==> config.mk <==
export PLATFORM = sky130hd
export DESIGN_NAME = edd_queue
export DESIGN_NICKNAME = d
export VERILOG_FILES = /design/src/rtl/core/error_diffusion_dither_macros.svh /design/src/rtl/core/edd_queue.sv
export SDC_FILE = /design/constraint.sdc
export NUM_CORES = 1
export LEC_CHECK = 0
export BUFFER_PORTS_ARGS = -buffer_cell sky130_fd_sc_hd__buf_2
export CAP_MARGIN = 20
export CORE_AREA = 3 3 61 63
export CTS_BUF_LIST = sky130_fd_sc_hd__clkbuf_8
export DETAILED_ROUTE_END_ITERATION = 16
export DIE_AREA = 0 0 64 66
export HOLD_SLACK_MARGIN = 0.05
export MAX_ROUTING_LAYER = met4
export PLACE_DENSITY_LB_ADDON = 0.1
export SYNTH_ARGS = -nofsm -noshare
export SYNTH_HDL_FRONTEND = slang
export SYNTH_SLANG_ARGS = --single-unit
==> constraint.sdc <==
create_clock -name clk -period 3.7 [get_ports clk]
set_clock_uncertainty 0.2 [all_clocks]
set_input_delay 0.185 -clock clk [delete_from_list [all_inputs] [get_ports clk]]
set_output_delay 0.185 -clock clk [all_outputs]
set_load 0.1 [all_outputs]
==> src/rtl/core/error_diffusion_dither_macros.svh <==
// assertion helpers used by the dither core back end
`ifndef ERROR_DIFFUSION_DITHER_MACROS_SVH
`define ERROR_DIFFUSION_DITHER_MACROS_SVH

// same-cycle implication, checked on every rising clock edge outside reset
`define EDD_ASSERT_IMP(name, ante, cons, msg) \
  name: assert property (@(posedge clk) disable iff (rst) (ante) |-> (cons)) \
    else $error(msg);

// next-cycle implication
`define EDD_ASSERT_NXT(name, ante, cons, msg) \
  name: assert property (@(posedge clk) disable iff (rst) (ante) |=> (cons)) \
    else $error(msg);

`endif

==> src/rtl/core/edd_queue.sv <==
module edd_queue #(
  parameter int WIDTH = 8
) (
  input  logic             clk,
  input  logic             rst,
  input  logic             push,
  input  logic [WIDTH-1:0] wdata,
  output logic             full,
  input  logic             pop,
  output logic             valid,
  output logic [WIDTH-1:0] rdata
);

  localparam int Depth = 4;
  localparam int PtrW  = 2;
  localparam int CntW  = 3;

  logic [WIDTH-1:0] slots [Depth];
  logic [PtrW-1:0]  wr_ptr;
  logic [PtrW-1:0]  rd_ptr;
  logic [CntW-1:0]  count;

  assign full  = (count == CntW'(Depth));
  assign valid = (count != '0);
  assign rdata = slots[rd_ptr];

  always_ff @(posedge clk) begin
    if (rst) begin
      wr_ptr <= '0;
      rd_ptr <= '0;
      count  <= '0;
    end else begin
      if (push) begin
        wr_ptr <= wr_ptr + PtrW'(1);
      end
      if (pop) begin
        rd_ptr <= rd_ptr + PtrW'(1);
      end
      if (push && !pop) begin
        count <= count + CntW'(1);
      end else if (pop && !push) begin
        count <= count - CntW'(1);
      end
    end
  end

  always_ff @(posedge clk) begin
    if (push) begin
      slots[wr_ptr] <= wdata;
    end
  end

endmodule

-- Yosys cells after proc, flatten, opt, wreduce, memory -nomap -nowiden
Memory sizes are Yosys's and may differ from the RTL's. A register that Yosys moved wholly into a read port is not among the register bits.
Cells that the tools add are included.
- equal/unequal tests: 1
- reduce and logical (&&, ||, !) cells: 6
- add/sub/neg operators: 4
- mux-type cells: 6
- operators with widths (kind ; number):
    $mux 3 ; 2
    $add 2x1->2 const B ; 2
    $mux 2 ; 2
    $add 3x1->3 const B ; 1
    $eq 3x3->1 const B ; 1
    $reduce_bool 3->1 ; 1
    $sub 3x1->3 const B ; 1
    $logic_and 1x1->1 ; 2
    $logic_not 1->1 ; 2
    $mux 1 ; 2
    $reduce_bool 2->1 ; 1
- memories: 1
- RAM bits: 32
- word-level logic and storage cells: 21
- output and inout bits: 10
- input bits: 12
- bits in registers: 7
- memory list (name ; depth ; bits a word ; read ports ; clocked after memory_dff ; write ports ; line ; text):
    slots ; 4 ; 8 ; 1 ; 1 ; 1 ; edd_queue.sv:18 ; logic [WIDTH-1:0] slots [Depth];

-- Logic depth before layout (Yosys ltp)
Gate-level depths: netlist of run 1.
- word-level depth: 4
- gate-level depth with buffers: 7
- mapped depth without buffers: 7

-- Least setup slack after synthesis of run 1
Ideal clock, no wire load.
- kind: register -> output
- start: reg count[0]
- end: out full
- required time: 3.315 ns
- cell stages (with the launch flop): 2
- path buffers: 0
- arrival time: 2.547 ns
- slack: 0.768 ns
- cells stage by stage: dfxtp_1 -> nor3b_1
- longest elaborated chain between the ends: 1
- RTL lines (element ; line ; text):
    start, declared ; edd_queue.sv:21 ; logic [CntW-1:0] count;
    start signal, assigned ; edd_queue.sv:40 ; count <= count + CntW'(1);
    start signal, assigned ; edd_queue.sv:42 ; count <= count - CntW'(1);
    $eq 3x3->1 ; edd_queue.sv:23 ; assign full = (count == CntW'(Depth));
    end, declared ; edd_queue.sv:8 ; output logic full,
No other way between the ends.

==> implementation parameters, run 1 <==
Parameter                              Value

Logic synthesis
  Compound-cell area share of the yosys netlist ... 0.630%
  Synthesized area ... 1590 sq um
  Adder-cell share of the synthesized area ... 5.20%
  Post-synthesis simple-gate area fraction ... 4.73%
  EDFF count, synth ... 32
  Most common library cells after synthesis ... 32 x sky130_fd_sc_hd__edfxtp_1, 9 x sky130_fd_sc_hd__dfxtp_1, 8 x sky130_fd_sc_hd__mux4_2, 7 x sky130_fd_sc_hd__nor2_1, 5 x sky130_fd_sc_hd__ha_1
  Synth Area in XOR/XNOR ... 2.76%
  Combinational family with the most area after synthesis ... multiplexers
  Multiplexer share of the synthesized area ... roughly an eighth
  Top flip-flop cell by instance count after synthesis ... sky130_fd_sc_hd__edfxtp_1
  Library cell with the largest summed area after synthesis ... sky130_fd_sc_hd__edfxtp_1
  Post-synthesis cell type count ... 19
  Register bit total from synthesis ... 41
  Share of async-settable or async-resettable flops after synthesis ... 0%
  Seq/Total Area, Yosys ... 71.9%
  Cell types occupying the most area after synthesis ... sky130_fd_sc_hd__edfxtp_1 61%, sky130_fd_sc_hd__dfxtp_1 11%, sky130_fd_sc_hd__mux4_2 11%
  Most repeated cell in the gate-level netlist after synthesis ... sky130_fd_sc_hd__edfxtp_1
  Synthesis Warnings ... 0
  Synthesized area per cell ... ~18 sq um
  Post-synthesis net count ... roughly 100
  Synth Instances ... 86
  Area share of the largest cell type after synthesis ... between 60% and 70%

Global routing
  Tot GR Track Use ... 12.6%
  Antenna violations before repair ... 0
  Global-route wire length before repair ... 3.68 mm
  Maximum number of pins on one net before global-route repair ... 13
  Vias in the first global route ... 833
  Residual overflow from global routing ... 0

Floorplan
  Number of cell rows ... 21
  DIE HEIGHT ... 66 microns
  Width of the chip ... around 64 microns
  I/O Pins ... 22
  Starting utilization of the core area ... 48.3%
  Area of the core ... 3280 sq um
  Die ar. ... 4220 sq um

Worst setup path
  Maximum fanout encountered on the critical timing path ... 8
  Destination of the worst register-to-register timing path ... count[2]$_SDFFE_PP0P_
  Arr. time, crit path ... 1.81 ns
  Reg2Reg Depth ... 4
  Slack of the worst reg-to-reg path ... 2.01 ns
  Endpoint required time on the critical path ... 3.31 ns
  Type of destination of the critical path ... output pin
  Reg2Reg Launch Point ... count[0]$_SDFFE_PP0P_
  Critical path class ... reg2out
  Nature of the critical path startpoint ... flop

Placement
  Port bufs ... 21
  Final estimated routing congestion in global placement ... ~0.7
  Placed instance area ... ~1700 sq um
  DPL Wire Length ... approximately 1.6 mm

Timing
  Post-route clock period utilization ... 59.2%
  Min Clock Period, post-route ... 2.19 ns
  Hold Violations, Final ... 0
  Finish-stage setup viols ... 0
  Slew of the pin with the lowest slew margin ... roughly 0.53 ns
  Summed negative setup slack over all endpoints ... 0 ns
  Max transition margin ... 64.3%
  Unrepaired setup endpoints after global routing ... false
  Maximum clock frequency ... 456 MHz
  Total count of max-transition violations in the final report ... 0

Power and ir drop
  Maximum ir drop on the vdd rail ... approximately 0.32 mV
  Leakage power ... between 0.7 and 0.8 nW
  Total power ... roughly 1.1 mW
  Power per cell area ... 554 nW/um^2

Finish
  Post-route cell area ... 1930 sq um
  Signed area change from the synthesized netlist to the final layout ... 21.6%
  Post-layout net count ... 140
  Fraction of final layout cells with drive strength greater than 1 ... between 20% and 30%
  Antenna diode instance count ... 0

Drt
  Number of routed nets with antenna violations ... 0
  Drt drc ... 0
  Number of vias per cell ... between 4 and 5
  Number of DRC violations after detailed-routing iteration 0 ... 25
  Final Routed Wirelength ... 2.19 mm
  Vias after detailed routing ... 807
  Detailed Routing Iterations Pass 1 ... 4
  Routed len/inst ... about 13 microns

Worst hold path
  Worst hold path depth ... 3
  Beginning of the worst hold path ... push
  Capture endpoint of the worst hold path ... wr_ptr[1]$_SDFFE_PP0P_
  Min-Delay Path Class ... in2reg

Clocking
  Clock latency of the later-clocked register in the worst-skew pair ... roughly 0.28 ns
  Number of buffers inserted by post-CTS setup repair ... 0
  Number of clock sinks ... 41
  Cts bufs inserted ... 5
  CTS Root Cell ... sky130_fd_sc_hd__clkbuf_8
  Maximum root-to-sink buffer count ... 2
  Clock tree from TritonCTS ... done
  Clock H-tree levels ... 2
  Clock transition at the registers of the reported paths ... ~0.070 ns

Outcome
  Result of the run ... finished, final reports clean

Job
  Max-cap viol count ... 0
metrics by stage:
| stage | worst slack, ns | hold WS [ns] | util [%] | std cells |
|---|---|---|---|---|
| 2_1_floorplan | 0.768 | 0.0839 | - | 86 |
| 3_3_place_gp | 1.76 | 0.197 | 52.7 | 150 |
| 3_5_place_dp | 1.75 | 0.204 | 52.7 | 150 |
| 4_1_cts | 1.44 | 0.0536 | 58.8 | 169 |
| 5_1_grt | 1.35 | 0.137 | 58.8 | 169 |
| 6_report | 1.51 | 0.0522 | 58.8 | 169 |
flip-flops by register name, indices dropped and copies added (netlist names), named ones only:
register and count:
rd_ptr 2, slots 32, wr_ptr 2, count 3
where the power goes:
group / internal [mW] / switching (mW) / total [mW]
clock: 0.146 / 0.132 / 0.278
combinational: 0.0643 / 0.181 / 0.245
sequential: 0.526 / 0.0211 / 0.547
area by class of cell:
type,instances,area [sq um]
tap,46,57.6
clock buffer,6,82.6
multi-input combinational,38,412
inverter,4,15.0
sequential,41,1140
fill,272,1350
timing repair buffer,32,215
clock inverter,2,7.51
routing by layer:
| layer | vias up | GRT usage, % | wire length [microns] |
|---|---|---|---|
| li1 | 394 | - | - |
| met1 | 391 | 13.7 | 911 |
| met2 | 17 | 20.6 | 1120 |
| met3 | 5 | 3.06 | 117 |
| met4 | 0 | 8.09 | 43 |
| met5 | - | - | 0 |
cells by family after synthesis:
kind of cell / after synthesis
flip-flops: 41
AO/OA/AOI/OAI: 2
AND/OR/NAND/NOR: 15
multiplexers: 10
buffers and inverters: 7
XOR/XNOR: 5
adder cells (fa/ha/maj): 6
timing repair:
| item | CTS | global route |
|---|---|---|
| hold endpoints to repair | 41 | 0 |
| gates resized for setup | 0 | 0 |
| hold buffers | 11 | 0 |
critical path, stage by stage, from the launching register on:
cell and delay, ns:
sky130_fd_sc_hd__dfxtp_1 0.66, sky130_fd_sc_hd__mux4_2 0.56, sky130_fd_sc_hd__buf_2 0.30
worst max-delay path by stage:
stage,startpoint,slack (ns),end
global placement,flop,1.76,rdata[5]
finish,flop,1.51,rdata[0]
global route,flop,1.35,rdata[0]
detailed placement,flop,1.75,rdata[0]
CTS,flop,1.44,rdata[2]
floorplan,count[0]$_SDFFE_PP0P_,0.77,full
cells in the final DEF, fill, tap and decap left out, drive strengths merged, types with 3 or more instances in the layout:
cell / Yosys / final
xor2: 3 / 3
and2: 4 / 4
edfxtp: 32 / 32
buf: 1 / 21
dfxtp: 9 / 9
clkbuf: 2 / 6
ha: 5 / 5
dlygate4sd3: 0 / 11
mux4: 8 / 8
nor2: 7 / 7
inv: 4 / 6
Power figures use the tool's default switching activity.
==> inputs of run 2 (changes only) <==
Clock period 3.7 ns to 2.25 ns, I/O delays scaled along.
==> run 2 against run 1 <==
  * Combinational power is 69% higher
  * Routed wire length is 4.8% higher
  * Critical path type is now in2reg
  * Hold slack better by 0.25 ns
  * Setup slack worse by 1.3 ns
  * Clock power is 59% higher
  * Non-clock buffer count is 2 higher
  * Register-to-register slack worse by 1.4 ns
==> implementation parameters, run 2 (synthesized netlist as in run 1, its figures left out) <==
Parameter                              Value

Worst setup path
  Endpoint required time on the critical path ... 2.27 ns (-1.04 ns)
  Nature of the critical path startpoint ... primary input
  Maximum fanout encountered on the critical timing path ... 7 (-1)
  Arr. time, crit path ... 2.04 ns (+0.23 ns)
  Destination of the worst register-to-register timing path ... count[2]$_SDFFE_PP0P_
  Slack of the worst reg-to-reg path ... 0.57 ns (-1.44 ns)
  Critical path class ... in2reg
  Reg2Reg Launch Point ... count[0]$_SDFFE_PP0P_
  Type of destination of the critical path ... flop
  Reg2Reg Depth ... 4 (unchanged)

Outcome
  Result of the run ... finished, final reports clean

Timing
  Post-route worst hold slack ... 0.307 ns (+0.254 ns)
  Maximum clock frequency ... roughly 500 MHz
  Hold Violations, Final ... 0 (unchanged)
  Unrepaired setup endpoints after global routing ... false
  Finish-stage setup viols ... 0 (unchanged)
  Summed negative setup slack over all endpoints ... 0 ns (unchanged)
  Post-route clock period utilization ... 89.4%
  Slew of the pin with the lowest slew margin ... 0.486 ns (-0.0482 ns)
  Worst path setup slack after routing ... 0.238 ns (-1.27 ns)
  Min Clock Period, post-route ... 2.01 ns
  Max transition margin ... 67.8% (+3.5 points)
  Total count of max-transition violations in the final report ... 0 (unchanged)

Clocking
  Clock transition at the registers of the reported paths ... 0.07 ns (about the same)
  Clock latency of the later-clocked register in the worst-skew pair ... 0.29 ns (about the same)
  Number of clock sinks ... 41 (unchanged)
  CTS Root Cell ... sky130_fd_sc_hd__clkbuf_8
  Clock tree from TritonCTS ... done
  Hold buffers post-CTS ... 11 (unchanged)
  Maximum root-to-sink buffer count ... 2 (unchanged)
  Clock H-tree levels ... 2 (unchanged)
  Quantity of gates resized following cts ... 0 (unchanged)
  Cts bufs inserted ... 5 (unchanged)
  Number of buffers inserted by post-CTS setup repair ... 0 (unchanged)

Job
  Max-cap viol count ... 0 (unchanged)

Worst hold path
  Capture endpoint of the worst hold path ... count[2]$_SDFFE_PP0P_
  Beginning of the worst hold path ... count[2]$_SDFFE_PP0P_
  Min-Delay Path Class ... reg2reg
  Worst hold path depth ... 2 (-1)

Drt
  Final Routed Wirelength ... 2.29 mm (+4.8%)
  Drt drc ... 0 (unchanged)
  Number of vias per cell ... 4.63 (-3.0%)
  Detailed Routing Iterations Pass 1 ... 5 (+1)
  Vias after detailed routing ... 792 (-1.9%)
  Number of routed nets with antenna violations ... 0 (unchanged)
  Routed len/inst ... 13.4 microns (+3.6%)
  Number of DRC violations after detailed-routing iteration 0 ... 11 (-56%)

Global routing
  Vias in the first global route ... 849 (+1.9%)
  Tot GR Track Use ... 13.7% (+1.1 points)
  Global-route wire length before repair ... 3.97 mm (+7.7%)
  Antenna violations before repair ... 0 (unchanged)
  Maximum number of pins on one net before global-route repair ... 13 (unchanged)
  Residual overflow from global routing ... 0 (unchanged)

Finish
  Signed area change from the synthesized netlist to the final layout ... 22.4%
  Highest-count cells in the layout ignoring fill and taps ... 32 x sky130_fd_sc_hd__edfxtp_1, 21 x sky130_fd_sc_hd__buf_2, 11 x sky130_fd_sc_hd__dlygate4sd3_1
  Register cell area after layout ... 1140 sq um (unchanged)
  Max reg flops ... 32 (unchanged)
  Antenna diode instance count ... 0 (unchanged)
  Biggest register ... slots
  Fraction of final layout cells with drive strength greater than 1 ... 31.2% (+2.7 points)
  Most common library cell in the layout ignoring fill and taps ... sky130_fd_sc_hd__edfxtp_1
  Largest regs ... slots (32), count (3)
  Post-layout net count ... 142 (+1.4%)
  Total area of multi-input combinational cells ... 417 sq um (+1.2%)
  Post-route cell area ... 1940 sq um (+0.65%)
  Fillers ... 271 (-0.37%)

Placement
  Port bufs ... 21 (unchanged)
  Placed instance area ... 1750 sq um (+1.2%)
  Pre-CTS worst setup slack ... 0.460 ns (-1.29 ns)
  Final estimated routing congestion in global placement ... 0.640 (-9.0%)
  DPL Wire Length ... 1.57 mm (+0.41%)

Floorplan
  Starting utilization of the core area ... 48.3% (unchanged)
  I/O Pins ... 22 (unchanged)
  Number of cell rows ... 21 (unchanged)
  Area of the core ... 3280 sq um (unchanged)
  Die ar. ... 4220 sq um (unchanged)
  Width of the chip ... 64 microns (unchanged)
  DIE HEIGHT ... 66 microns (unchanged)

Power and ir drop
  Total power ... 1.75 mW (+64%)
  Maximum ir drop on the vdd rail ... 0.442 mV (+38%)
  Leakage power ... 0.729 nW (+0.97%)
  Power per cell area ... 900 nW/um^2 (+62%)
-- run 2: critical path, cell delays in order --
cell and delay (ns):
sky130_fd_sc_hd__dlygate4sd3_1 0.52, sky130_fd_sc_hd__buf_2 0.17, sky130_fd_sc_hd__ha_1 0.19, sky130_fd_sc_hd__inv_1 0.06, sky130_fd_sc_hd__fa_1 0.37, sky130_fd_sc_hd__xor2_1 0.18
sky130_fd_sc_hd__or3_1 0.31, sky130_fd_sc_hd__a21oi_1 0.13
-- run 2: cell type report --
class | instances | area share, %
well taps | 46 | 2.96
multi-input cells | 38 | 21.4
repair buffers | 34 | 11.8
flip-flops and latches | 41 | 58.7
clock inverters | 3 | 0.708
inverters | 4 | 0.773
clock buffers | 5 | 3.54
-- run 2: stage by stage --
stage / std cells / utilization, %
5_1_grt: 171 / 59.2
6_report: 171 / 59.2
4_1_cts: 171 / 59.2
3_3_place_gp: 152 / 53.3
3_5_place_dp: 152 / 53.3
2_1_floorplan: 86 / -
-- run 2: metal layers --
metal  up-vias  part of all wire, %  global-route usage, %  routed length, microns
li1        393                    -                      -                       -
met4         0                  3.0                   9.70                      68
met2        20                   49                   21.5                    1120
met5         -                    0                      -                       0
met3         7                  5.0                   3.40                     115
met1       372                   43                   15.3                     986
-- run 2: worst max path at each step --
stage / start / endpoint
floorplan: count[1]$_SDFFE_PP0P_ / full
global placement: push / count[2]$_SDFFE_PP0P_
detailed placement: push / count[2]$_SDFFE_PP0P_
CTS: push / count[2]$_SDFFE_PP0P_
global route: push / count[2]$_SDFFE_PP0P_
finish: push / count[2]$_SDFFE_PP0P_
-- run 2: power breakdown --
group | internal [mW] | switching [mW]
clock | 0.210 | 0.232
sequential | 0.865 | 0.0281
combinational | 0.110 | 0.305
