File: src/rtl/core/error_diffusion_dither_macros.svh
// assertion helpers used by the dither core back end
`ifndef ERROR_DIFFUSION_DITHER_MACROS_SVH
`define ERROR_DIFFUSION_DITHER_MACROS_SVH

// same-cycle implication, checked on every rising clock edge outside reset
`define EDD_ASSERT_IMP(name, ante, cons, msg) \
  name: assert property (@(posedge clk) disable iff (rst) (ante) |-> (cons)) \
    else $error(msg);

// next-cycle implication
`define EDD_ASSERT_NXT(name, ante, cons, msg) \
  name: assert property (@(posedge clk) disable iff (rst) (ante) |=> (cons)) \
    else $error(msg);

`endif

File: src/rtl/core/edd_pkg.sv
package edd_pkg;

  localparam int GrayW      = 8;
  localparam int ErrW       = 10;
  localparam int SumW       = 11;
  localparam int LineWidthW = 11;
  localparam int CfgIdxW    = 1;

  typedef logic [GrayW-1:0]        gray_t;
  typedef logic signed [ErrW-1:0]  err_t;

  // per-pixel classification handed from front to back
  typedef struct packed {
    logic first;    // first pixel of a frame
    logic last;     // last pixel of its row
    logic clamped;  // column ran past a lowered line width
  } pix_flags_t;

  // configuration register indexes
  localparam logic [CfgIdxW-1:0] CfgIdxLineWidth = 1'b0;
  localparam logic [CfgIdxW-1:0] CfgIdxFourLevel = 1'b1;
  localparam logic [LineWidthW-1:0] LineWidthReset = 11'd128;

  // luma weights, sum scaled by 32
  localparam int WtRed     = 11;
  localparam int WtGreen   = 16;
  localparam int WtBlue    = 5;
  localparam int GrayShift = 5;

  // quantizer thresholds and levels
  localparam logic [7:0] ThreshTwo = 8'd128;
  localparam logic [7:0] ThreshLo  = 8'(85 - 42);
  localparam logic [7:0] ThreshMid = 8'(170 - 42);
  localparam logic [7:0] ThreshHi  = 8'(255 - 42);
  localparam logic [7:0] LevelOne  = 8'd85;
  localparam logic [7:0] LevelTwo  = 8'd170;
  localparam logic [7:0] LevelMax  = 8'd255;

  // error shares in sixteenths
  localparam int ShareRight      = 7;
  localparam int ShareBelowLeft  = 3;
  localparam int ShareBelow      = 5;
  localparam int ShareBelowRight = 1;

endpackage

File: src/rtl/core/edd_front.sv
module edd_front #(
  parameter int MAX_WIDTH = 1024
) (
  input  logic                                 clk,
  input  logic                                 rst,
  input  logic                                 in_valid,
  output logic                                 in_ready,
  input  logic [7:0]                           red,
  input  logic [7:0]                           green,
  input  logic [7:0]                           blue,
  input  logic                                 frame_start,
  input  logic [edd_pkg::LineWidthW-1:0]       line_width,
  input  logic                                 room,
  output logic                                 push,
  output edd_pkg::gray_t                       gray,
  output logic [$clog2(MAX_WIDTH)-1:0]         col,
  output edd_pkg::pix_flags_t                  flags
);

  import edd_pkg::*;

  localparam int ColW = $clog2(MAX_WIDTH);
  localparam int CntW = $clog2(MAX_WIDTH + 1);
  localparam int CmpW = (CntW > LineWidthW) ? CntW : LineWidthW;

  logic [CmpW-1:0] lw_ext;
  logic [CmpW-1:0] w_eff;
  logic [ColW-1:0] w_m1;
  logic [ColW-1:0] column;
  logic [ColW-1:0] col_next;
  logic            clamped;
  logic            last;
  logic [12:0]     wsum;

  assign in_ready = room;
  assign push     = in_valid && room;

  // saturate the line width to 2..MAX_WIDTH
  always_comb begin
    lw_ext = CmpW'(line_width);
    if (lw_ext < CmpW'(2)) begin
      w_eff = CmpW'(2);
    end else if (lw_ext > CmpW'(MAX_WIDTH)) begin
      w_eff = CmpW'(MAX_WIDTH);
    end else begin
      w_eff = lw_ext;
    end
    w_m1 = ColW'(w_eff - CmpW'(1));
  end

  always_comb begin
    clamped = !frame_start && (CmpW'(column) >= w_eff);
    if (frame_start) begin
      col = '0;
    end else if (clamped) begin
      col = w_m1;
    end else begin
      col = column;
    end
    last     = (col == w_m1);
    col_next = last ? '0 : ColW'(col + ColW'(1));
  end

  assign wsum = 13'(WtRed) * 13'(red) + 13'(WtGreen) * 13'(green) + 13'(WtBlue) * 13'(blue);
  assign gray = wsum[GrayShift +: GrayW];

  assign flags.first   = frame_start;
  assign flags.last    = last;
  assign flags.clamped = clamped;

  always_ff @(posedge clk) begin
    if (rst) begin
      column <= '0;
    end else if (push) begin
      column <= col_next;
    end
  end

endmodule

File: config.mk
export PLATFORM = sky130hd
export DESIGN_NAME = edd_front
export DESIGN_NICKNAME = d
export VERILOG_FILES = /design/src/rtl/core/error_diffusion_dither_macros.svh /design/src/rtl/core/edd_pkg.sv /design/src/rtl/core/edd_front.sv
export SDC_FILE = /design/constraint.sdc
export NUM_CORES = 1
export LEC_CHECK = 0
export ABC_AREA = 1
export BUFFER_PORTS_ARGS = -buffer_cell sky130_fd_sc_hd__buf_2
export CAP_MARGIN = 25
export CORE_UTILIZATION = 50
export CTS_CLUSTER_DIAMETER = 150
export DETAILED_ROUTE_END_ITERATION = 16
export PLACE_DENSITY = 0.75
export SYNTH_ARGS = -nofsm -noshare
export SYNTH_HDL_FRONTEND = slang
export SYNTH_SLANG_ARGS = --single-unit
File: constraint.sdc
create_clock -name clk -period 5.2 [get_ports clk]
set_input_delay 0.52 -clock clk [delete_from_list [all_inputs] [get_ports clk]]
set_output_delay 0.52 -clock clk [all_outputs]
set_load 0.01 [all_outputs]
== Yosys cells after proc, flatten, opt, wreduce, memory -nomap -nowiden ==
Index checks and enable logic that the tools add are counted.
Cells by class
  mux-type cells: 5
  $lt $le $gt $ge: 3
  equality and inequality tests: 1
  reductions and logical operators: 3
  multipliers: 2
  $add $sub $neg: 4
Operator list (number)
  10-bit two-way mux: 3
  11-bit two-way mux: 2
  12-bit by 12-bit adder with 13-bit output: 1
  13-bit by 11-bit adder with 13-bit output: 1
  4-bit by 8-bit multiplier with 12-bit output (first input constant): 1
  10-bit by 11-bit greater-or-equal comparator with 1-bit output: 1
  11-bit > comparator (second input constant): 1
  11-bit by 2-bit less-than comparator with 1-bit output (second input constant): 1
  3-bit by 8-bit multiplier with 11-bit output (first input constant): 1
  10-bit by 1-bit adder with 10-bit output (second input constant): 1
  10-bit == test: 1
  10-bit by 1-bit subtractor with 10-bit output (second input constant): 1
  1-bit logical AND: 2
  1-bit logical NOT: 1
Storage, ports and cells
  bits of input ports: 40
  logic and storage cells: 19
  flip-flop bits (word level): 10
  output and inout port bits: 23

== Depth between registers and ports, before layout ==
Gate-level depths: netlist of run 1.
  depth after elaboration: 9
  mapped depth: 30
  gate-level depth less buffers: 30

== Least setup slack after synthesis of run 1 ==
Ideal clock, no wire load.
  path kind: input -> output
  start: input blue[3]
  end: output gray[7]
  data required time: 4.680 ns
  arrival time: 3.815 ns
  path slack: 0.865 ns
  cell stages on the path: 16
  cells stage by stage: ha_1 inv_1 fa_1 inv_1 fa_1 fa_1 ha_1 inv_1 o21bai_1 a21oi_1 o21bai_1 nand2_1 nand2_1 a21o_1 a21oi_1 xnor2_1
On the way
  longest elaborated chain between the ends: 2
RTL lines
  from (decl): RTL line edd_front.sv:10  | input logic [7:0] blue,
  3-bit by 8-bit multiplier with 11-bit output: RTL line edd_front.sv:64  | assign wsum = 13'(WtRed) * 13'(red) + 13'(WtGreen) * 13'(green) + 13'(WtBlue) * 13'(blue);
  13-bit by 11-bit adder with 13-bit output: RTL line edd_front.sv:64
  to (decl): RTL line edd_front.sv:15  | output edd_pkg::gray_t gray,
Every way passes these cells.

== Worst setup path in the final report of run 1 ==
Ends and elaborated chain as after synthesis.

==> summary.txt, run 1 <==
Setup path
  • Buffers & Inverters on Critical Path: 4
  • Kind of critical path: in2out
  • Startpoint types: input pin
  • CP max-delay cell: fa_1
  • Reg2Reg Setup Slack: roughly 2.3 ns
  • CP arrival: between 4 and 5 ns
  • Reg2reg start: column[0]$_SDFFE_PP0P_
  • CP Max Fanout: 3
  • Crit path max-delay family: adder cells
  • Worst Setup End Kind: output port
  • CP required: ~4.7 ns
  • Worst path cell trace: buf_2 -> ha_1 -> inv_1 -> fa_1 -> fa_1 -> inv_1 -> ha_1 -> ha_1 -> nand3_1 -> o21bai_1 -> a21oi_1 -> o21bai_1 -> a21oi_1 -> o21bai_1 -> nand2_1 -> nand2_1 -> a21o_1 -> a21oi_1 -> xnor2_1 -> buf_2
  • CP Depth: 20
  • Worst R2R End: column[6]$_SDFFE_PP0P_
  • Reg2Reg Depth: 22
  • Crit-path max cell delay: 0.52 ns

Synthesis
  • Post-Synthesis Cells: 417
  • Sequential area share after synthesis: 6.817%
  • Post-synth EDFFs: 0
  • Top_reg_cell synth: dfxtp_1
  • Net Count, Synth: roughly 530
  • Distinct cell type count after synthesis: 34
  • Post-Syn Area: about 2900 µm²
  • Synth Register Bits: 10
  • Synth area leader: ha_1
  • Mean Syn Cell Area: around 7 µm²
  • Commonest cells in the netlist: nand2_1, inv_1, ha_1
  • Ys Warns: 0
  • Top cells by area, synth: ha_1, fa_1, nand2_1
  • Post-synth top area share: between 10% and 20%
  • Fraction of registers with async set/reset: 0%
  • Top-count cell post-synth: nand2_1

STA
  • Final hold violation count: 0
  • Setup repair after global routing missed its margin: false
  • Final Slew Violations: 0
  • Fmax: 210.7 MHz
  • Max-Slew Margin vs Limit: 69.50%
  • Tmin final: around 4.7 ns
  • Fin Setup TNS: 0 ns
  • Setup Viol. Count Final: 0
  • Worst Max-Slew Pin Slew: between 0.4 and 0.5 ns
  • Worst hold slack: roughly 0.47 ns
  • Final setup margin: 0.4533 ns
  • Fin crit share: 91.28%
  • Final Skew: roughly 0.0011 ns

Global route
  • Largest net degree at the start of global routing: 22
  • First-pass GRT wire length: 11500 µm
  • Gr ovfl total: 0
  • Vias in the first global route: 2721
  • Gr usage total: between 20% and 30%
  • Initial antenna violation count: 0

Die
  • Initial Util: 52.68%
  • Die width: a little under 80 µm
  • Die height: 78.64 µm
  • Core Region: around 5600 µm²
  • Die ar.: between 6000 and 7000 µm²
  • Cell row count: 27
  • Boundary pin count: 63

Layout
  • Top reg by flops: column
  • Biggest regs: column (10)
  • P&R area growth vs syn: 12.27%
  • N_diodes: 0
  • Layout cells sized above 1: approximately a quarter
  • Finished Cell Area: 3297 µm²
  • Max FFs per register: 10
  • Final Util: approximately three fifths
  • # nets final: just under 600
  • Fillers: 558
  • Non-Filler Instances: 545

Power
  • Seq pwr share: 9.7%
  • Switching power: approximately 0.40 mW
  • Sw frac: approximately 50%
  • Clock power share: between 9 and 10%
  • Power, Total: between 0.8 and 0.9 mW
  • Peak supply drop: about 0.3 mV
  • Logic pwr share: about four fifths
  • Pwr dens: 245.6 nW/µm²
  • Leakage power: 1.910 nW
  • Internal power: a little over 0.4 mW

CTS
  • Post-CTS setup buffers: 0
  • CTS Buf Count: 3
  • Clock root cell: clkbuf_8
  • Clk sinks: 10
  • Hold_buf cts: 0
  • CTS tree: done
  • H-tree Lvls: 1
  • Post-cts resize count: 0
  • Reg clk slew, reported paths: 0.05 ns
  • Clock Latency Late Sink: between 0.2 and 0.25 ns
  • Clock Tree Buf Depth: 2

Detailed routing
  • Final wirelength: between 6000 and 7000 µm
  • Drt pass-1 iters: 4
  • Routed Antenna Nets: 0
  • Residual DRC: 0
  • Wire per inst: 11.83 µm
  • Via/cell ratio: between 4 and 5
  • Starting DRT DRC Count: between 90 and 100
  • Vias: about 2700

Placement
  • Placement Setup Slack: 0.4091 ns
  • DP Cell Count: approximately 540
  • Port Buf Inserts: between 60 and 70
  • RePlAce Congestion: 0.8648
  • HPWL after DPL: around 5700 µm
  • Area post-placement: about 3300 µm²

Worst hold path
  • Hold Crit Class: reg2reg
  • Origin of the worst min-delay path: column[0]$_SDFFE_PP0P_
  • Hold Crit Depth: 2
  • Hold endpoint: column[0]$_SDFFE_PP0P_

Outcome
  • Outcome: completed

Flow run
  • Max cap viols: 0
worst register-to-register path: stages (launching register included):
cell and delay (ns):
dfxtp_1 0.33, inv_1 0.07, ha_1 0.29, inv_1 0.05, nand2_1 0.04, nand2_1 0.06, nand2_1 0.04, nand2_1 0.05
nand2_1 0.06, nand2_1 0.06, nand2_1 0.06, nand2_2 0.34, inv_2 0.16, nand2_1 0.10, nand2_1 0.15, inv_1 0.12
ha_1 0.18, nand2_2 0.07, a21oi_2 0.20, nand2_1 0.11, o21ai_1 0.12, nand3_1 0.08, a21oi_1 0.12
layer usage:
layer  global-route usage (%)  vias to the layer above  wire [µm]
li1                         -                     1407          -
met1                    30.37                     1221       3070
met2                    40.78                       55       3093
met3                   0.9302                        9        201
met4                    5.926                        0         82
met5                        0                        -          0
worst max-delay path by stage:
stage | start | end
global route | blue[3] | gray[7]
detailed placement | blue[3] | gray[7]
CTS | blue[3] | gray[7]
floorplan | blue[3] | gray[7]
global placement | blue[3] | gray[7]
finish | blue[3] | gray[7]
cell usage in the layout, fill, tap and decap left out, types with 9 or more instances in the layout:
cell,count
buf_2,62
fa_1,25
nand2_2,14
ha_1,43
inv_1,84
nand2_1,91
dfxtp_1,10
nor2_1,22
nand3_1,31
a21oi_1,20
xor2_1,9
area by class of cell:
class	instances	area, µm²	area share [%]
repair buffers	62	310.3	9.412
inverters	92	347.8	10.55
well taps	72	90.09	2.732
clock buffers	3	41.29	1.252
flip-flops and latches	10	200.2	6.072
multi-input cells	306	2307	69.98
kinds of logic after synthesis:
family	after synthesis	share of synthesized area, %
AND/OR/NAND/NOR	186	30.89
buffers and inverters	101	14.61
adder cells (fa/ha/maj)	68	35.36
AO/OA/AOI/OAI	40	8.735
XOR/XNOR	12	3.579
flip-flops	10	6.817
power by group through the flow:
stage / Sequential, mW / Clock (mW) / Combinational, mW
2_1_floorplan: 0.0797 / 0 / 0.460
6_report: 0.0786 / 0.0800 / 0.651
4_1_cts: 0.0785 / 0.0814 / 0.659
3_3_place_gp: 0.0800 / 0 / 0.633
3_5_place_dp: 0.0799 / 0 / 0.656
5_1_grt: 0.0786 / 0.0819 / 0.746
No activity file was read; power rests on OpenSTA's default activity.
==> inputs of run 2 (changes only) <==
--- a/config.mk
+++ b/config.mk
@@ -8,10 +8,10 @@
 export ABC_AREA = 1
 export BUFFER_PORTS_ARGS = -buffer_cell sky130_fd_sc_hd__buf_2
 export CAP_MARGIN = 25
-export CORE_UTILIZATION = 50
+export CORE_UTILIZATION = 45
 export CTS_CLUSTER_DIAMETER = 150
 export DETAILED_ROUTE_END_ITERATION = 16
-export PLACE_DENSITY = 0.75
+export PLACE_DENSITY = 0.69
 export SYNTH_ARGS = -nofsm -noshare
 export SYNTH_HDL_FRONTEND = slang
 export SYNTH_SLANG_ARGS = --single-unit
==> run 2 against run 1 <==
Net effect: first-iteration DRC count rose by 8.4%; clock skew barely moved; non-clock buffer count did not move; die area rose by 11%; register-to-register slack improved by 0.03 ns; cell area rose by 0.19%; utilization fell by 6.8 points; combinational power fell by 1%; count of clock-buffer cells in the layout did not move; worst setup slack improved by 0.050 ns; critical path depth did not move; sequential power barely moved; largest power group unchanged; critical path type unchanged.
==> summary.txt, run 2 (same netlist as run 1, synthesis figures left out) <==
Die
  • Core Region: 6314 µm² (+13%)
  • Die ar.: 6853 µm² (+11%)
  • Die height: 82.78 µm (+5.3%)
  • Boundary pin count: 63 (unchanged)
  • Die width: 82.78 µm (+5.3%)
  • Cell row count: 29 (+7.4%)
  • Initial Util: 46.51% (-6.2 points)

Layout
  • Non-Filler Instances: 550 (+0.92%)
  • Most frequent cells in the layout: nand2_1, inv_1, buf_2, ha_1, nand3_1
  • Commonest non-fill, non-tap cell in the layout: nand2_1
  • # nets final: 583 (unchanged)
  • Top reg by flops: column
  • N_diodes: 0 (unchanged)
  • Finished Cell Area: 3303 µm² (+0.19%)
  • Final Util: 52.32% (-6.8 points)
  • P&R area growth vs syn: 12.48%
  • Max FFs per register: 10 (unchanged)
  • Biggest regs: column (10)
  • Layout cells sized above 1: 24.10% (unchanged)

Global route
  • Initial antenna violation count: 0 (unchanged)
  • Gr ovfl total: 0 (unchanged)
  • Vias in the first global route: 2436 (-10%)
  • Gr usage total: 19.66% (-3.4 points)
  • First-pass GRT wire length: 10390 µm (-9.7%)
  • Largest net degree at the start of global routing: 22 (unchanged)

STA
  • Fin Setup TNS: 0 ns (unchanged)
  • Setup repair after global routing missed its margin: false
  • Fmax: 212.9 MHz (+1.1%)
  • Final Slew Violations: 0 (unchanged)
  • Final hold violation count: 0 (unchanged)
  • Max-Slew Margin vs Limit: 69.35% (-0.15 points)
  • Fin crit share: 90.32% (-0.96 points)
  • Setup Viol. Count Final: 0 (unchanged)
  • Final Skew: 0.0005832 ns (-0.0004930 ns)
  • Worst hold slack: 0.4652 ns (-0.009297 ns)
  • Final setup margin: 0.5035 ns (+0.05016 ns)
  • Worst Max-Slew Pin Slew: 0.4539 ns (-0.002515 ns)
  • Tmin final: 4.697 ns (-0.05016 ns)

Detailed routing
  • Vias: 2678 (-0.52%)
  • Routed Antenna Nets: 0 (unchanged)
  • Wire per inst: 11.49 µm (-2.9%)
  • Drt pass-1 iters: 4 (unchanged)
  • Final wirelength: 6318 µm (-2.0%)
  • Via/cell ratio: 4.869 (-1.4%)
  • Starting DRT DRC Count: 103 (+8.4%)
  • Residual DRC: 0 (unchanged)

Power
  • Peak supply drop: 0.3666 mV (+22%)
  • Power, Total: 0.8008 mW (-1.1%)
  • Logic pwr share: 80.4% (about the same)
  • Internal power: 0.4111 mW (-0.17%)
  • Switching power: 0.3896 mW (-2.1%)
  • Clock power share: 9.8% (about the same)
  • Leakage power: 1.910 nW (unchanged)
  • Pwr dens: 242.4 nW/µm² (-1.3%)
  • Seq pwr share: 9.8% (about the same)
  • Sw frac: 48.66% (-0.48 points)

Setup path
  • Worst Setup End Kind: output port
  • Startpoint types: input pin
  • Worst R2R End: column[6]$_SDFFE_PP0P_
  • CP endpoint: gray[7]
  • CP required: 4.68 ns (about the same)
  • Reg2Reg Depth: 19 (-14%)
  • CP max-delay cell: fa_1
  • Reg2reg start: column[2]$_SDFFE_PP0P_
  • Kind of critical path: in2out
  • Reg2Reg Setup Slack: 2.29 ns (+0.03 ns)
  • Worst setup path start: blue[3]
  • CP Max Fanout: 3 (unchanged)
  • CP arrival: 4.18 ns (-0.05 ns)
  • Crit-path max cell delay: 0.51 ns (about the same)
  • Worst path cell trace: buf_2 -> ha_1 -> inv_1 -> fa_1 -> fa_1 -> inv_1 -> ha_1 -> ha_1 -> nand3_1 -> o21bai_1 -> a21oi_1 -> o21bai_1 -> a21oi_1 -> o21bai_1 -> nand2_1 -> nand2_1 -> a21o_1 -> a21oi_1 -> xnor2_1 -> buf_2

Outcome
  • Outcome: completed

CTS
  • Clock Tree Buf Depth: 2 (unchanged)
  • Hold_buf cts: 0 (unchanged)
  • H-tree Lvls: 1 (unchanged)
  • CTS tree: done
  • Clock Latency Late Sink: 0.23 ns (about the same)
  • Clock root cell: clkbuf_8
  • Reg clk slew, reported paths: 0.04 ns (about the same)
  • CTS Buf Count: 3 (unchanged)
  • Post-cts resize count: 0 (unchanged)
  • Clk sinks: 10 (unchanged)
  • Post-CTS setup buffers: 0 (unchanged)

Worst hold path
  • Hold Crit Class: reg2reg
  • Hold Crit Depth: 2 (unchanged)

Placement
  • HPWL after DPL: 5538 µm (-2.4%)
  • Area post-placement: 3262 µm² (+0.19%)
  • Port Buf Inserts: 62 (unchanged)
  • DP Cell Count: 547 (+0.92%)
  • RePlAce Congestion: 0.8453 (-2.3%)
  • Placement Setup Slack: 0.4872 ns (+0.07806 ns)

Flow run
  • Max cap viols: 0 (unchanged)
-- run 2: power groups by stage --
| stage | Sequential (mW) | Combinational, mW | Clock [mW] |
|---|---|---|---|
| global placement | 0.0800 | 0.636 | 0 |
| CTS | 0.0786 | 0.657 | 0.0802 |
| floorplan | 0.0797 | 0.460 | 0 |
| detailed placement | 0.0799 | 0.655 | 0 |
| finish | 0.0786 | 0.644 | 0.0786 |
| global route | 0.0786 | 0.744 | 0.0846 |
-- run 2: cell type report --
class,instances,area (µm²)
Fill cell,640,3010
Multi-Input combinational cell,306,2307
Inverter,92,347.8
Timing Repair Buffer,62,310.3
Sequential cell,10,200.2
Tap cell,77,96.34
Clock buffer,3,41.29
-- run 2: critical path, delay by kind of cell --
family / cells / cell delay (ns)
buffers and inverters: 4 / 0.34
AND/OR/NAND/NOR: 3 / 0.23
adder cells (fa/ha/maj): 5 / 1.85
XOR/XNOR: 1 / 0.13
AO/OA/AOI/OAI: 7 / 1.07
-- run 2: worst min-delay path by stage --
stage	start	endpoint	slack, ns
4_1_cts	column[0]$_SDFFE_PP0P_	column[0]$_SDFFE_PP0P_	0.47
2_1_floorplan	column[0]$_SDFFE_PP0P_	column[0]$_SDFFE_PP0P_	0.44
3_5_place_dp	column[0]$_SDFFE_PP0P_	column[0]$_SDFFE_PP0P_	0.46
6_report	column[0]$_SDFFE_PP0P_	column[0]$_SDFFE_PP0P_	0.47
3_3_place_gp	column[0]$_SDFFE_PP0P_	column[0]$_SDFFE_PP0P_	0.47
5_1_grt	column[0]$_SDFFE_PP0P_	column[0]$_SDFFE_PP0P_	0.49
-- run 2: metal layers --
metal	global-route usage, %	vias up	part of all wire [%]
met1	28.10	1210	49
li1	-	1410	-
met2	32.95	53	46
met5	0	-	0
met4	3.621	0	0.71
met3	0.8743	5	3.9
